<file path="config.mk">
export PLATFORM = sky130hd
export DESIGN_NAME = frs_window
export DESIGN_NICKNAME = d
export VERILOG_FILES = /design/src/sv/frs_pkg.sv /design/src/sv/frs_window.sv
export SDC_FILE = /design/constraint.sdc
export NUM_CORES = 1
export LEC_CHECK = 0
export ABC_AREA = 1
export BUFFER_PORTS_ARGS = -buffer_cell sky130_fd_sc_hd__buf_2
export CORE_ASPECT_RATIO = 0.8
export CORE_MARGIN = 10
export CORE_UTILIZATION = 40
export CTS_BUF_LIST = sky130_fd_sc_hd__clkbuf_8 sky130_fd_sc_hd__clkbuf_16
export DETAILED_ROUTE_END_ITERATION = 8
export SYNTH_ARGS = -nofsm -noshare
export SYNTH_HDL_FRONTEND = slang
export SYNTH_SLANG_ARGS = --single-unit
</file>
<file path="constraint.sdc">
create_clock -name aclk -period 2.3 [get_ports aclk]
set_clock_uncertainty 0.1 [all_clocks]
set_input_delay 0.115 -clock aclk [delete_from_list [all_inputs] [get_ports aclk]]
set_output_delay 0.115 -clock aclk [all_outputs]
set_load 0.01 [all_outputs]
</file>
<file path="src/sv/frs_pkg.sv">
`timescale 1ns / 1ps
package frs_pkg;

    localparam int WINDOW_LEN  = 32;
    localparam int NUM_ENTRIES = 16;

    localparam int KIND_W    = 2;
    localparam int BYTE_W    = 8;
    localparam int EIDX_W    = 4;
    localparam int CPOS_W    = 5;
    localparam int POS_W     = 32;
    localparam int FOUND_W   = 16;
    localparam int MASK_W    = 64;
    localparam int NUM_MASKS = 4;
    localparam int CFG_IDX_W = 2;
    localparam int RUN_W     = $clog2(WINDOW_LEN + 1);

    localparam int S_FIELD_W = BYTE_W + EIDX_W + CPOS_W;
    localparam int S_TDATA_W = ((S_FIELD_W + 7) / 8) * 8;
    localparam int M_FIELD_W = EIDX_W + POS_W + FOUND_W;
    localparam int M_TDATA_W = ((M_FIELD_W + 7) / 8) * 8;
    localparam int M_PAD_W   = M_TDATA_W - M_FIELD_W;

    typedef enum logic [KIND_W-1:0] {
        KIND_SCAN  = 2'd0,
        KIND_LOAD  = 2'd1,
        KIND_CLEAR = 2'd2
    } kind_t;

    typedef logic [WINDOW_LEN-1:0][BYTE_W-1:0] window_t;

    typedef struct packed {
        logic [KIND_W-1:0] kind;
        logic [BYTE_W-1:0] byte_value;
        logic [EIDX_W-1:0] entry_index;
        logic [CPOS_W-1:0] char_position;
    } item_t;

    typedef struct packed {
        logic             full;
        logic [POS_W-1:0] pos;
    } scan_info_t;

    typedef struct packed {
        logic              hit;
        logic [EIDX_W-1:0] hit_entry;
    } match_t;

endpackage

</file>
<file path="src/sv/frs_window.sv">
`timescale 1ns / 1ps
module frs_window import frs_pkg::*; (
    input  logic                 aclk,
    input  logic                 aresetn,
    input  logic                 cfg_wr,
    input  logic [CFG_IDX_W-1:0] cfg_index,
    input  logic [MASK_W-1:0]    cfg_data,
    input  logic                 proc_en,
    input  item_t                item,
    output window_t              win_next,
    output scan_info_t           info
);

    logic [NUM_MASKS-1:0][MASK_W-1:0] mask_reg;
    window_t                          win_reg;
    logic [RUN_W-1:0]                 run_reg;
    logic [RUN_W-1:0]                 run_next;
    logic [POS_W-1:0]                 pos_reg;
    logic [POS_W-1:0]                 pos_next;
    logic                             in_class;

    always_comb begin
        in_class = mask_reg[item.byte_value[7:6]][item.byte_value[5:0]];
        for (int i = 0; i < WINDOW_LEN - 1; i++) begin
            win_next[i] = win_reg[i+1];
        end
        win_next[WINDOW_LEN-1] = item.byte_value;
        if (!in_class) begin
            run_next = '0;
        end else if (run_reg == RUN_W'(WINDOW_LEN)) begin
            run_next = run_reg;
        end else begin
            run_next = run_reg + RUN_W'(1);
        end
        pos_next  = pos_reg + POS_W'(1);
        info.full = (run_next == RUN_W'(WINDOW_LEN));
        info.pos  = pos_reg;
    end

    always_ff @(posedge aclk) begin
        if (!aresetn) begin
            mask_reg <= '0;
            win_reg  <= '0;
            run_reg  <= '0;
            pos_reg  <= '0;
        end else begin
            if (cfg_wr) begin
                mask_reg[cfg_index] <= cfg_data;
            end
            if (proc_en) begin
                case (item.kind)
                    KIND_SCAN: begin
                        win_reg <= win_next;
                        run_reg <= run_next;
                        pos_reg <= pos_next;
                    end
                    KIND_CLEAR: begin
                        win_reg <= '0;
                        run_reg <= '0;
                        pos_reg <= '0;
                    end
                    default: begin
                    end
                endcase
            end
        end
    end

endmodule

</file>
# After elaboration in Yosys (flattened, before gate mapping)
# Index checks and enable logic that the tools add are counted.
dict set report totals {
  regBits 542
  in_bits 89
  out_inout_bits 289
  wordCells 62
}
dict set report op_classes {
  n_addsub 2
  order_cmp 4
  n_eq_ne 3
  mux 12
  n_reduce_logical 4
}
# operator count
set op_table {}
lappend op_table {{$pmux 256 s2} 1}
lappend op_table {{$bwmux 256} 1}
lappend op_table {{$bmux 64 s2} 1}
lappend op_table {{$demux 64 s2} 1}
lappend op_table {{$mux 64} 2}
lappend op_table {{$pmux 32 s2} 1}
lappend op_table {{$add 32x1->32 const B} 1}
lappend op_table {{$eq 6x6->1 const B} 2}
lappend op_table {{$mux 6} 2}
lappend op_table {{$pmux 6 s2} 1}
lappend op_table {{$lt 6x7->1 const B} 1}
lappend op_table {{$add 6x1->6 const B} 1}
lappend op_table {{$bmux 1 s6} 1}
lappend op_table {{$lt 2x3->1 const B} 2}
lappend op_table {{$eq 2x2->1 const B} 1}
lappend op_table {{$ge 2x1->1 const B} 1}
lappend op_table {{$logic_not 2->1} 1}
lappend op_table {{$reduce_and 2->1} 1}
lappend op_table {{$reduce_bool 2->1} 1}
lappend op_table {{$logic_and 1x1->1} 1}
lappend op_table {{$mux 1} 1}

# Logic depth before layout (Yosys ltp)
dict set report logic_depth {
  depth_word 6
  depth_mapped 17
}

# Worst setup path after synthesis
# OpenSTA, ideal clock, no wires.
dict set report synth_timing {
  path_kind {reg-to-reg}
  startpoint {reg pos_reg[2]}
  endpoint {reg pos_reg[19]}
  setup_time_ns 0.119
  t_arrival_ns 1.819
  required_ns 2.081
  setup_slack_ns 0.262
  stages_incl_launch_ff 12
  n_path_buf 0
  cell_sequence {dfxtp_1 > nand2_1 > nor3_4 > nand2_1 > nor2_2 > nand2_2 > nor4_2 > nand3_2 > nor2_2 > nand2_1 > o21ai_1 > a21oi_1}
}
dict set report synth_between {
  elab_chain_len 2
}
# element line
set synth_rtl {}
lappend synth_rtl {{from (decl)} frs_window.sv:18} ;# logic [POS_W-1:0] pos_reg;
lappend synth_rtl {{from (signal assigned)} frs_window.sv:55} ;# pos_reg <= pos_next;
lappend synth_rtl {{$add 32x1->32} frs_window.sv:35} ;# pos_next = pos_reg + POS_W'(1);
lappend synth_rtl {{$pmux 32 s2} frs_window.sv:51} ;# case (item.kind)
# No other way between the ends.
# A chain may end at the register's enable or synchronous reset.

==> reports/results.tsv <==
metric	value	unit
status	complete, but fails checks	
violations	negative setup slack	
grt_pass1_wl	112.6	mm
core.rowCount	76	
placed_cells	3994	
period_share	1.038	
path_cells	a21oi_1 > o21ai_2 > nand3_1 > nand3_2 > nand3_1 > nand2_2 > nand2_2 > nand3_2 > nand3_4 > nand2_4 > nand2_1 > nand2_1 > nor2_1 > buf_4	
drc_errors	0	
hp-start	cfg_data[37]	
largest_reg_flops	256	
synthCells	3089	
grt_pass1_vias	20210	
die_area	64800	um^2
setup_viol	1	
nets	3544	
finalHoldViolCount	0	
clock_sinks	542	
netlist_area	21990	um^2
drive_gt1_frac	0.1927	
synth_compound_area_frac	0.1565	
yosysUniqueCellTypes	33	
cp_data_arrival_time	2.17	ns
clk_pin_slew	0.06	ns
yosysSeqAreaShare	0.4935	
start_util	0.4064	
cap_violations	0	
slowest_delay	0.31	ns
grt_max_degree	156	
crit_type	reg2out	
power_frac_seq	0.474	
power.internal	15.53	mW
drt_first_pass_iters	6	
yosys.area_share.simple	0.2725	
synth.mux.area_fraction	0	
cts_tree	built	
crit_path_end_kind	primary output	
wirelength	73.00	mm
htreeDepth	2	
numCtsBuffers	56	
cts_root_buf	clkbuf_16	
worst_path_dominant_cell_family	simple AND/OR/NAND/NOR gates	
crit_buf_inv	1	
grt_overflow	0	
finish.utilization	0.5155	
ir_worst_vdd	0.5409	mV
period_needed	2.388	ns
wl_per_cell	17.38	um
power_density	738.0	nW/um^2
insertion_delay	0.60	ns
drtIter0Drc	1647	
viasPerCell	5.137	
reg2reg_from	pos_reg[0]$_SDFFE_PN0P_	
leakage	11.24	nW
cp-startpoint	mask_reg[244]$_SDFFE_PN0P_	
worst_pin_slew	0.7475	ns
min_path_type	in2reg	
fmax	418.8	MHz
ant_nets	0	
place.port_buffers	368	
drv_slew	0	
swShare	0.2455	
relSlewSlack	0.5017	
synth_xor_area_frac	0.002788	
syn-num-nets	3181	
core	54110	um^2
ios	378	
crit_path_max_fanout	4	
dp_hpwl	46.77	mm
synthAdderAreaFrac	0.001707	
pwr-share-comb	0.083	
clock_path_buffers	3	
grt_setup_unrepaired	yes	
vias	21580	
crit_path_top_delay_cell	dfxtp_1	
antenna_found_initial	6	
area_growth	26.87	%
netSwitchingPower	5.053	mW
required	2.09	ns
grtUsageTotal	0.2131	
setup_slack	-0.08794	ns
synth_seq_cells	542	
stdcell_count	4201	
syn_avg_cell_area	7.118	um^2
gp_congestion	0.8636	
die_h	229.7	um
die_w	282.1	um
synth_top_family_by_area	simple AND/OR/NAND/NOR gates	
p_clk_frac	0.443	
yosys_warnings	0	
critical_path.startpoint_type	flop	
==> Yosys cell counts, drive strengths merged <==
master | number | share of area
nand2 | 830 | 0.14
dfxtp | 542 | 0.49
a21oi | 413 | 0.094
nor2 | 289 | 0.051
o21ai | 271 | 0.062
nand3 | 269 | 0.062
clkbuf | 185 | 0.032
inv | 175 | 0.030
buf | 46 | 0.011
nor3 | 22 | 0.0060
nand4 | 12 | 0.0034
nor4 | 12 | 0.0037
xor2 | 6 | 0.0024
nand3b | 5 | 0.0017
or2 | 4 | 0.0011
ha | 3 | 0.0017
clkinv | 1 | 0.00017
nor3b | 1 | 0.00034
o21a | 1 | 0.00034
o21bai | 1 | 0.00034
xnor2 | 1 | 0.00040
==> per-layer routing <==
metal / vias to the layer above / global-route usage / share of wire
li1: 10740 / - / -
met3: 132 / 0.03330 / 0.056
met5: - / 0 / 0.00040
met2: 595 / 0.3597 / 0.48
met4: 6 / 0.07411 / 0.029
met1: 10110 / 0.2722 / 0.43
==> kinds of logic after synthesis <==
logic type,count (synthesis)
AO/OA/AOI/OAI,686
XOR/XNOR,7
AND/OR/NAND/NOR,1444
buffers and inverters,407
flip-flops,542
adder cells (fa/ha/maj),3
==> worst paths after layout <==
path,end,slack (ns),cells after the start
max reg2reg,pos_reg[26]$_SDFFE_PN0P_,0.10,12
min,mask_reg[101]$_SDFFE_PN0P_,0.21,4
min reg2reg,mask_reg[205]$_SDFFE_PN0P_,0.34,2
max,info[32],-0.09,14
==> cell usage in the layout (no fill, tap or decap), types with 3 or more instances in the layout <==
master and instances:
o21ai_2 4, a21oi_1 411, clkinvlp_4 3, dfxtp_1 487, xor2_1 6, nand3_1 226
nand2_2 11, nand3_2 38, clkinv_2 11, nand3_4 5, buf_2 365, nor4_1 11
clkbuf_8 14, dlygate4sd3_1 97, nor3_1 20, dfxtp_2 54, inv_2 6, or2_2 4
nor2_1 279, nand2_1 816, buf_4 46, inv_1 179, nand3b_1 5, nor2_4 8
nand4_1 12, o21ai_0 265, bufinv_16 3, buf_12 27, clkbuf_16 57
==> per-stage QoR <==
stage / TNS, ns / cell area [um^2] / power [mW] / hold slack [ns] / worst slack, ns
floorplan: 0 / 21990 / 10.88 / 0.1499 / 0.2620
global placement: -0.03422 / 24670 / 11.42 / 0.2727 / -0.03422
detailed placement: -0.02023 / 24670 / 11.46 / 0.2799 / -0.02023
CTS: -0.4968 / 27580 / 20.75 / 0.1728 / -0.1581
global route: -0.2903 / 27890 / 21.36 / 0.2306 / -0.2365
finish: -0.08794 / 27890 / 20.59 / 0.2145 / -0.08794
==> area by class of cell <==
| type | count | area, um^2 |
|---|---|---|
| Antenna cell | 2 | 5.005 |
| Clock buffer | 71 | 1619 |
| Clock inverter | 32 | 242.7 |
| Fill cell | 5210 | 26210 |
| Inverter | 176 | 669.4 |
| Multi-Input combinational cell | 2140 | 9863 |
| Sequential cell | 542 | 10920 |
| Tap cell | 702 | 878.3 |
| Timing Repair Buffer | 536 | 3695 |
==> worst reg2reg max path, cell delays in order (launching register included) <==
cell and delay [ns]:
dfxtp_2 0.36, ha_4 0.15, nand3_4 0.09, nor2_4 0.16, nand3_4 0.10, nor3_4 0.24
nand2_2 0.09, nor2_4 0.17, nand3_2 0.14, nor2_4 0.14, nand2_1 0.08, nor3b_1 0.21
nor2_1 0.07
==> power by group through the flow <==
stage / clock, mW / combinational (mW) / sequential (mW)
after CTS: 9.34 / 1.67 / 9.74
after global placement: 0 / 1.48 / 9.94
after floorplan: 0 / 0.958 / 9.92
final: 9.12 / 1.71 / 9.76
after detailed placement: 0 / 1.51 / 9.95
after global routing: 9.68 / 1.90 / 9.78
==> timing repair <==
action,CTS,global route
gates resized for setup,20,100
endpoints found under the hold margin,355,11
cloned,0,0
endpoints found under the setup margin,1,12
pin swaps,10,40
buffers inserted,1,4
hold buffers,97,1
No activity file was read; power rests on OpenSTA's default activity.
